**src/rtl/core/assert_macros.svh**
```systemverilog
// assertion macros used by the filter rtl
`ifndef ASSERT_MACROS_SVH
`define ASSERT_MACROS_SVH

// condition holds at every clock edge out of reset
`define ASSERT_ALWAYS(label, expr) \
	label: assert property (@(posedge clk) disable iff (!arst_n) (expr)) \
		else $error("%m: assertion failed");

// consequent holds at the edge after the antecedent
`define ASSERT_NEXT(label, ante, cons) \
	label: assert property (@(posedge clk) disable iff (!arst_n) (ante) |=> (cons)) \
		else $error("%m: assertion failed");

`endif

```
**src/rtl/core/ldiir_pkg.sv**
```systemverilog
// package with widths, register indexes and types of the loudness filter
package ldiir_pkg;

	localparam int MANTISSA_BITS = 28;
	localparam int SAMPLE_W      = 32;
	localparam int OUT_W         = 29;
	localparam int ACC_W         = 64;
	localparam int NUM_REGS      = 6;
	localparam int REG_IDX_W     = $clog2(NUM_REGS);

	typedef logic signed [SAMPLE_W-1:0] smp_t;
	typedef logic signed [ACC_W-1:0]    acc_t;
	typedef logic [REG_IDX_W-1:0]       reg_idx_t;
	typedef logic [1:0]                 step_t;

	localparam reg_idx_t REG_S1_B0  = reg_idx_t'(0);
	localparam reg_idx_t REG_S1_B1  = reg_idx_t'(1);
	localparam reg_idx_t REG_S1_A1M = reg_idx_t'(2);
	localparam reg_idx_t REG_S2_B0  = reg_idx_t'(3);
	localparam reg_idx_t REG_S2_B1  = reg_idx_t'(4);
	localparam reg_idx_t REG_S2_A1M = reg_idx_t'(5);

	localparam smp_t COEF_ONE       = smp_t'(64'sd1 <<< MANTISSA_BITS);
	localparam smp_t COEF_MINUS_ONE = smp_t'(-(64'sd1 <<< MANTISSA_BITS));

	localparam acc_t SAT_POS = acc_t'((64'sd1 <<< (2 * MANTISSA_BITS)) - 64'sd1);
	localparam acc_t SAT_NEG = acc_t'(-((64'sd1 <<< (2 * MANTISSA_BITS)) - 64'sd1));

	localparam step_t STEP_X     = 2'd0;
	localparam step_t STEP_XPREV = 2'd1;
	localparam step_t STEP_YPREV = 2'd2;
	localparam step_t STEP_LAST  = 2'd3;

endpackage

```
**src/rtl/core/loudness_two_stage_iir_filter.sv**
```systemverilog
// two cascaded first-order reintegrating iir sections on one shared mac
//
//  channel | handshake            | payload
//  --------+----------------------+-----------------------------
//  in      | in_valid / in_ready  | sample_in  (32 bit signed)
//  out     | out_valid / out_ready| sample_out (29 bit signed)
//  cfg     | cfg_we               | cfg_index, cfg_data (32 bit)
//
// each sample passes the accept cycle, the x, xprev, yprev and last steps of each section on the
// single 32x32 multiplier and 64 bit accumulator, and the saturate cycle.
// in_ready is high only while the sequencer is idle; a finished result waits
// in the output register, so the next sample can be taken meanwhile.
// the saturate cycle stalls while an earlier result has not been transferred.
// reset clears coefficients to their defaults and all filter history to zero.
`include "assert_macros.svh"

module loudness_two_stage_iir_filter
	import ldiir_pkg::*;
(
	input  logic                       clk,
	input  logic                       arst_n,
	input  logic                       in_valid,
	output logic                       in_ready,
	input  logic signed [SAMPLE_W-1:0] sample_in,
	output logic                       out_valid,
	input  logic                       out_ready,
	output logic signed [OUT_W-1:0]    sample_out,
	input  logic                       cfg_we,
	input  logic [REG_IDX_W-1:0]       cfg_index,
	input  logic [SAMPLE_W-1:0]        cfg_data
);

	localparam logic [1:0] ST_IDLE = 2'd0;
	localparam logic [1:0] ST_MAC  = 2'd1;
	localparam logic [1:0] ST_SAT  = 2'd2;

	logic [1:0] state_q;
	step_t      step_q;
	logic       sec_q;

	smp_t coef_q [NUM_REGS];

	smp_t x1_q;
	acc_t prod_q;
	acc_t acc_q;

	smp_t s1_prev_in_q, s1_prev_out_q;
	smp_t s2_prev_in_q, s2_prev_out_q;
	acc_t s1_acc_q, s2_acc_q;

	logic                    out_valid_q;
	logic signed [OUT_W-1:0] out_data_q;

	smp_t mul_a, mul_c;
	acc_t mul_p;
	acc_t acc_sum, acc_sat, acc_shift_1, acc_shift_2;
	smp_t y2;
	logic in_xfer, out_free, sat_fire;

	assign in_ready   = (state_q == ST_IDLE);
	assign in_xfer    = in_valid && in_ready;
	assign out_free   = !out_valid_q || out_ready;
	assign sat_fire   = (state_q == ST_SAT) && out_free;
	assign out_valid  = out_valid_q;
	assign sample_out = out_data_q;

	// operand select for the shared multiplier
	always_comb begin
		unique case (step_q)
			STEP_X: begin
				mul_a = sec_q ? s1_prev_out_q : x1_q;
				mul_c = sec_q ? coef_q[REG_S2_B0] : coef_q[REG_S1_B0];
			end
			STEP_XPREV: begin
				mul_a = sec_q ? s2_prev_in_q : s1_prev_in_q;
				mul_c = sec_q ? coef_q[REG_S2_B1] : coef_q[REG_S1_B1];
			end
			default: begin
				mul_a = sec_q ? s2_prev_out_q : s1_prev_out_q;
				mul_c = sec_q ? coef_q[REG_S2_A1M] : coef_q[REG_S1_A1M];
			end
		endcase
	end

	// signed 32x32 product, full 64 bit result
	assign mul_p = mul_a * mul_c;

	assign acc_sum     = acc_q + prod_q;
	assign acc_shift_1 = acc_sum >>> MANTISSA_BITS;

	// saturation of section two
	always_comb begin
		priority if (acc_q >= SAT_POS) begin
			acc_sat = SAT_POS;
		end else if (acc_q < SAT_NEG) begin
			acc_sat = SAT_NEG;
		end else begin
			acc_sat = acc_q;
		end
	end

	assign acc_shift_2 = acc_sat >>> MANTISSA_BITS;
	assign y2          = acc_shift_2[SAMPLE_W-1:0];

	// coefficient registers
	always_ff @(posedge clk or negedge arst_n) begin
		if (!arst_n) begin
			coef_q[REG_S1_B0]  <= COEF_ONE;
			coef_q[REG_S1_B1]  <= '0;
			coef_q[REG_S1_A1M] <= COEF_MINUS_ONE;
			coef_q[REG_S2_B0]  <= COEF_ONE;
			coef_q[REG_S2_B1]  <= '0;
			coef_q[REG_S2_A1M] <= COEF_MINUS_ONE;
		end else if (cfg_we && (int'(cfg_index) < NUM_REGS)) begin
			coef_q[cfg_index] <= cfg_data;
		end
	end

	// sequencer and filter history
	always_ff @(posedge clk or negedge arst_n) begin
		if (!arst_n) begin
			state_q       <= ST_IDLE;
			step_q        <= STEP_X;
			sec_q         <= 1'b0;
			s1_prev_in_q  <= '0;
			s1_prev_out_q <= '0;
			s2_prev_in_q  <= '0;
			s2_prev_out_q <= '0;
			s1_acc_q      <= '0;
			s2_acc_q      <= '0;
		end else begin
			unique case (state_q)
				ST_IDLE: begin
					if (in_xfer) begin
						state_q <= ST_MAC;
						step_q  <= STEP_X;
						sec_q   <= 1'b0;
					end
				end
				ST_MAC: begin
					if (step_q == STEP_LAST) begin
						step_q <= STEP_X;
						if (!sec_q) begin
							s1_acc_q      <= acc_sum;
							s1_prev_in_q  <= x1_q;
							s1_prev_out_q <= acc_shift_1[SAMPLE_W-1:0];
							sec_q         <= 1'b1;
						end else begin
							state_q <= ST_SAT;
						end
					end else begin
						step_q <= step_q + 2'd1;
					end
				end
				ST_SAT: begin
					if (out_free) begin
						s2_acc_q      <= acc_sat;
						s2_prev_in_q  <= s1_prev_out_q;
						s2_prev_out_q <= y2;
						state_q       <= ST_IDLE;
					end
				end
				default: begin
					state_q <= ST_IDLE;
				end
			endcase
		end
	end

	// datapath: multiplier register and accumulator
	always_ff @(posedge clk) begin
		if (in_xfer) begin
			x1_q  <= smp_t'(sample_in >>> (SAMPLE_W - MANTISSA_BITS));
			acc_q <= s1_acc_q;
		end else if (state_q == ST_MAC) begin
			if (step_q != STEP_LAST) begin
				prod_q <= mul_p;
			end
			if (step_q == STEP_LAST && !sec_q) begin
				acc_q <= s2_acc_q;
			end else if (step_q != STEP_X) begin
				acc_q <= acc_sum;
			end
		end
	end

	// output register
	always_ff @(posedge clk or negedge arst_n) begin
		if (!arst_n) begin
			out_valid_q <= 1'b0;
		end else if (sat_fire) begin
			out_valid_q <= 1'b1;
		end else if (out_ready) begin
			out_valid_q <= 1'b0;
		end
	end

	always_ff @(posedge clk) begin
		if (sat_fire) begin
			out_data_q <= y2[OUT_W-1:0];
		end
	end

	`ASSERT_NEXT(a_accept_starts_mac, in_xfer, (state_q == ST_MAC) && (step_q == STEP_X) && !sec_q)
	`ASSERT_NEXT(a_sat_gives_result, sat_fire, out_valid_q && (state_q == ST_IDLE))
	`ASSERT_ALWAYS(a_step_idle, (state_q == ST_MAC) || (step_q == STEP_X))

endmodule

```
**config.mk**
```make
export PLATFORM = sky130hd
export DESIGN_NAME = loudness_two_stage_iir_filter
export DESIGN_NICKNAME = d
export VERILOG_FILES = /design/src/rtl/core/ldiir_pkg.sv /design/src/rtl/core/loudness_two_stage_iir_filter.sv
export VERILOG_INCLUDE_DIRS = /design/src /design/src/rtl/core
export SDC_FILE = /design/constraint.sdc
export NUM_CORES = 2
export LEC_CHECK = 0
export BUFFER_PORTS_ARGS = -buffer_cell sky130_fd_sc_hd__clkbuf_2
export CAP_MARGIN = 30
export CELL_PAD_IN_SITES_DETAIL_PLACEMENT = 1
export CELL_PAD_IN_SITES_GLOBAL_PLACEMENT = 2
export CORE_MARGIN = 2
export CORE_UTILIZATION = 39
export CTS_CLUSTER_SIZE = 30
export DETAILED_ROUTE_END_ITERATION = 6
export PLACE_DENSITY = 0.83
export SETUP_SLACK_MARGIN = 0.4
export SLEW_MARGIN = 20
export SYNTH_ARGS = -nofsm -noshare
export SYNTH_HDL_FRONTEND = slang
export SYNTH_SLANG_ARGS = --single-unit
```
**constraint.sdc**
```tcl
create_clock -name clk -period 10.1 [get_ports clk]
set_clock_uncertainty 0.2 [all_clocks]
set_input_delay 2.02 -clock clk [delete_from_list [all_inputs] [get_ports clk]]
set_output_delay 2.02 -clock clk [all_outputs]
set_load 0.02 [all_outputs]
```
# ---- Word level (Yosys, flattened, before mapping)
# Cells that the tools add are included.
dict set report totals {
  out_inout_bits 31
  register_bits 635
}
dict set report classes {
  bitwise_logic 3
  n_eq_ne 9
  magnitude_cmp 5
  multipliers 1
  mux 30
  reduce_logical 22
  add_sub_neg 2
}
# operator n
set ops {}
lappend ops {{$mux W64} 6}
lappend ops {{$mux W32} 7}
lappend ops {{$bwmux W192} 1}
lappend ops {{$pmux W32 S2} 2}
lappend ops {{$demux W32 S3} 1}
lappend ops {{$add A64 B64 Y64} 1}
lappend ops {{$ge A64 B57 Y1 const B} 1}
lappend ops {{$lt A64 B57 Y1 const B} 1}
lappend ops {{$mul A32 B32 Y64} 1}
lappend ops {{$mux W2} 6}
lappend ops {{$reduce_and A3 Y1} 3}
lappend ops {{$ne A2 B2 Y1 const B} 4}
lappend ops {{$reduce_bool A2 Y1} 4}
lappend ops {{$pmux W2 S3} 1}
lappend ops {{$reduce_and A2 Y1} 3}
lappend ops {{$logic_and A1 B1 Y1} 5}
lappend ops {{$eq A2 B1 Y1 const B} 2}
lappend ops {{$eq A2 B2 Y1 const B} 2}
lappend ops {{$ge A4 B4 Y1 const B} 1}
lappend ops {{$logic_not A2 Y1} 2}
lappend ops {{$lt A4 B1 Y1 const B} 1}
lappend ops {{$mux W1} 4}
lappend ops {{$not A3 Y4} 1}
lappend ops {{$pmux W2 S2} 1}
lappend ops {{9 further kinds} 11}

# ---- Longest topological paths before layout
dict set report depth {
  ltp_word 6
  depth_mapped 37
  mapped_depth_nobuf 35
}

# ---- Worst setup path before layout
# OpenSTA, ideal clock, no wires.
dict set report synth_timing {
  path_type {reg2reg}
  start {reg step_q[0]}
  end {reg prod_q[56] (data pin)}
  setup_time_ns 0.263
  t_arrival_ns 9.222
  t_required_ns 9.637
  n_path_buf 5
  setup_slack_ns 0.415
  stages_incl_launch_ff 32
  synth_period_minus_slack_ns 9.685
  cell_sequence {dfrtp_1 > ha_1 > clkbuf_1 > clkbuf_1 > clkbuf_1 > clkbuf_1 > a221oi_1 > nor2_1 > fa_1 > inv_1 > fa_1 > inv_1 > fa_1 > fa_1 > inv_1 > fa_1 > inv_1 > fa_1 > inv_1 > fa_1 > inv_1 > fa_1 > ha_1 > clkbuf_1 > a21o_1 > a21o_1 > a21o_1 > or3_1 > o21a_1 > a21o_1 > a21oi_1 > xnor2_1}
}
dict set report synth_between {
  elab_chain_cells 3
  elab_cells_between_ends 5
  cone_classes {mul: 1; eq/ne: 1; mux: 2; reduce/logical: 1}
}
# item line
set synth_rtl {}
lappend synth_rtl {{from (decl)} loudness_two_stage_iir_filter.sv:38} ;# step_t step_q;
lappend synth_rtl {{from (signal assigned)} loudness_two_stage_iir_filter.sv:152} ;# step_q <= step_q + 2'd1;
lappend synth_rtl {{$eq A2 B1 Y1 / $logic_not A2 Y1 (equally long branches)} loudness_two_stage_iir_filter.sv:69} ;# unique case (step_q)
lappend synth_rtl {{$pmux W32 S2} loudness_two_stage_iir_filter.sv:69}
lappend synth_rtl {{$mul A32 B32 Y64 *} loudness_two_stage_iir_filter.sv:86} ;# assign mul_p = mul_a * mul_c;
lappend synth_rtl {{via mul_p[56]} loudness_two_stage_iir_filter.sv:55} ;# acc_t mul_p;
lappend synth_rtl {{to (signal assigned)} loudness_two_stage_iir_filter.sv:177} ;# prod_q <= mul_p;
lappend synth_rtl {{to (decl)} loudness_two_stage_iir_filter.sv:44} ;# acc_t prod_q;
# The timed path passes the listed nets; every way through them passes the cells marked *.
# A chain may end at the register's enable or synchronous reset.

# ---- Worst setup path in the final report
dict set report layout_timing {
  start {reg sec_q}
  end {reg prod_q[55] (data pin)}
}
dict set report layout_between {
  elab_chain_cells 3
  elab_cells_between_ends 9
  cone_classes {mul: 1; mux: 8}
}
# item line
set layout_rtl {}
lappend layout_rtl {{from (decl)} loudness_two_stage_iir_filter.sv:39} ;# logic sec_q;
lappend layout_rtl {{from (signal assigned)} loudness_two_stage_iir_filter.sv:124} ;# sec_q <= 1'b0;
lappend layout_rtl {{from (signal assigned)} loudness_two_stage_iir_filter.sv:137} ;# sec_q <= 1'b0;
lappend layout_rtl {{from (signal assigned)} loudness_two_stage_iir_filter.sv:147} ;# sec_q <= 1'b1;
lappend layout_rtl {{$mux W32 (tied with other cells)} loudness_two_stage_iir_filter.sv:79} ;# mul_a = sec_q ? s2_prev_out_q : s1_prev_out_q;
lappend layout_rtl {{$pmux W32 S2} loudness_two_stage_iir_filter.sv:69}
lappend layout_rtl {{$mul A32 B32 Y64 *} loudness_two_stage_iir_filter.sv:86}
lappend layout_rtl {{via mul_p[55]} loudness_two_stage_iir_filter.sv:55}
# Marked as above.

==> impl_metrics.csv <==
group,metric,value,unit
status,status,"complete, no violations",
yosys,post_synth_inst_count,6492,
grt,antenna_violations_before_repair,7,
timing,drv_slew,0,
clock_tree,insertion_delay,0.69,ns
clock_tree,cts.path.max_buffers,3,
critical_path,required,10.31,ns
clock_tree,clk_pin_slew_worst_paths,0.07,ns
die,rows,148,
timing,max-slew-margin-rel,31.9,%
cells_and_area,drive_gt1_share,15.3,%
grt,grt_pass1_wl,346000,um
grt,grt_usage,27.6,%
yosys,yosys_warns,0,
die,pin_count,103,
die,die_width,408,um
placement,gp_congestion,0.941,
detailed_routing,top_layer,"met4",
die,core_region_area,0.163,mm^2
detailed_routing,routedWlPerCell,26.1,um
yosys,synth_area_per_cell,9.83,um^2
placement,portbufs,98,
critical_path,sort_of_element_at_the_start_of_the_critical_path,"flop",
grt,grt_pass1_vias,53500,
die,area_of_the_die,0.167,mm^2
detailed_routing,num_vias,48600,
detailed_routing,final_antenna_net_count,0,
critical_path,critical_path_arrival,9.73,ns
yosys,number_of_unique_standard_cell_types_used_by_synthesis,80,
timing,final.setup.tns,0,ns
cells_and_area,finalNetCount,7987,
detailed_routing,detail_route.wirelength,230000,um
yosys,synth_enable_flop_cells,185,
detailed_routing,drc_errors,0,
run,max_cap_viol_count,0,
die,initial_utilization,39.2,%
detailed_routing,dr.first_iter.drc_count,3571,
detailed_routing,wl_met1,97400,um
hold_path,hold_path_class,"reg2reg",
yosys,synth.yosys.seq_area_share,23.9,%
yosys,synth_async_sr_flop_share,67.6,%
critical_path,timing_worst_setup_path_type,"reg2reg",
placement,detailedPlacementHpwl,180000,um
detailed_routing,detail_route.vias_per_cell,5.52,
timing,timing_worst_slew_pin_value,1.01,ns
clock_tree,cts_root_buf,"clkbuf_16",
yosys,synth_nets,7899,
grt,globalRoute.totalOverflow,0,
yosys,synth-seq-cells,571,
timing,finalCriticalPeriod,9.52,ns
clock_tree,tritoncts,"built",
critical_path,critical_path.most_common_cell,"fa_1",
detailed_routing,drt-pass1-iter-count,7,
yosys,synthesis.area,0.0638,mm^2
cells_and_area,syn_to_final_growth,12.1,%
critical_path,critical-path-slowest-cell,"dfrtp_4",
clock_tree,clock_sink_count,571,
critical_path,worstPathMaxFanout,17,
die,dieHeight,408,um
clock_tree,cts-buffers-inserted,61,
timing,unrepaired_setup_endpoints_after_global_routing,"false",
detailed_routing,met3_length,14500,um
critical_path,worstSetupEndpointType,"flop",
timing,setup_violations,0,
yosys,synth-main-ff-cell,"dfrtp_1",
detailed_routing,met2_wirelength,108000,um
critical_path,crit_path_max_incr_delay,0.62,ns
grt,grt_max_degree,136,
timing,report.final.hold_viol_count,0,
timing,clock.fmax,105,MHz
clock_tree,cts_htree_levels,2,
timing,finalCritPeriodShare,94.3,%
## synth_stat cells (84+ instances only)
cell / number / area share [%]
edfxtp_1: 185 / 8.7
mux2_2: 331 / 5.8
ha_1: 252 / 4.9
a21oi_1: 194 / 1.5
clkbuf_1: 291 / 1.7
nor2_1: 677 / 4.0
xnor2_1: 84 / 1.2
nand2_1: 826 / 4.9
inv_1: 1062 / 6.2
fa_1: 1083 / 34
dfrtp_1: 376 / 15
o21ai_0: 185 / 1.5
## repair_timing
action	in CTS	in global routing
buffers inserted	9	44
pin swaps	4	24
resized for setup	33	95
endpoints found under the setup margin	27	29
endpoints found under the hold margin	0	0
cloned	0	4
hold buffers	0	0
## flip-flops by register name, summed over array words and instances, names as in the netlist
| signal | cells |
|---|---|
| coef_q | 192 |
| prod_q | 64 |
| sample_out | 29 |
| out_valid | 1 |
| s2_acc_q | 33 |
| sec_q | 1 |
| step_q | 2 |
| x1_q | 28 |
| acc_q | 64 |
| s1_prev_in_q | 28 |
| s1_prev_out_q | 31 |
| s2_prev_in_q | 32 |
| s1_acc_q | 33 |
| s2_prev_out_q | 31 |
| state_q | 2 |
## cell usage in the layout, fill, tap and decap left out, types with 19 or more instances in the layout
cell          n
fa_1       1078
inv_1      1054
nand2_1     822
nor2_1      676
dfrtp_1     374
mux2_2      331
ha_1        238
buf_4       213
edfxtp_1    185
o21ai_0     182
a21oi_1     181
clkbuf_2     97
xnor2_1      84
a21o_1       69
clkbuf_16    65
nand2b_1     61
a31oi_1      52
buf_12       52
xor2_1       51
nand3_1      50
nand4_1      46
a22o_1       36
a221o_1      33
and2_1       31
and3_1       29
a22oi_1      28
nor3_1       28
nor4_1       24
o21bai_1     23
mux2i_1      20
o21a_1       20
a221oi_2     19
## worst max-delay path, delay by kind of cell, from the launching register on
kind / cells / cell delay (ns)
and+or+nand+nor: 4 / 0.56
xor gates and xnor gates: 1 / 0.14
DFF: 1 / 0.62
adders and majority gates: 9 / 4.46
AOI/OAI and AO/OA: 7 / 1.59
buffers and inverters: 6 / 1.20
muxes: 1 / 0.39
## path summary, 6_finish.rpt
kind | start | endpoint | slack (ns) | depth (start not counted)
setup / recovery | sec_q | prod_q[55] | 0.58 | 28
min in group asynchronous | arst_n | s2_acc_q[0] | 1.19 | 1
max in group asynchronous | arst_n | coef_q[159] | 6.54 | 3
hold reg to reg | s2_prev_in_q[30] | s2_prev_in_q[30] | 0.28 | 2
setup reg to reg | sec_q | prod_q[55] | 0.58 | 28
hold / removal | s2_prev_in_q[30] | s2_prev_in_q[30] | 0.28 | 2
## layout make-up
type | count | area (um^2)
well taps | 2175 | 2720
clock buffers | 76 | 1680
multi-input cells | 4502 | 44000
flip-flops and latches | 571 | 15200
repair buffers | 381 | 3420
inverters | 1063 | 4000
fillers | 18300 | 91000
clock inverters | 40 | 443
diodes | 1 | 2.50
## per-layer routing
layer,vias to the layer above,track usage (%)
met5,-,0
met4,0,9.88
met3,375,3.77
met2,1514,45.2
met1,26000,37.4
li1,20800,-
## metrics by stage
stage	hold slack [ns]	setup WS, ns	utilization, %	instance area [um^2]	std cells
floorplan	0.240	0.415	-	63800	6492
global placement	0.253	0.187	42.0	68300	8635
detailed placement	0.264	0.0622	42.0	68300	8635
CTS	0.280	0.401	43.4	70600	8760
global route	0.307	0.315	44.0	71500	8809
finish	0.279	0.577	44.0	71500	8809
## cells by family after synthesis
family,after synthesis,share of synthesized area [%]
muxes,351,6.15
DFF,571,23.9
xor gates and xnor gates,135,1.85
buffers and inverters,1419,8.44
AOI/OAI and AO/OA,832,8.65
adders and majority gates,1335,38.9
and+or+nand+nor,1849,12.1
Power is left out: the tool's default activity adds up to more than one toggle a clock period on the data nets, which glitch-free logic cannot reach.
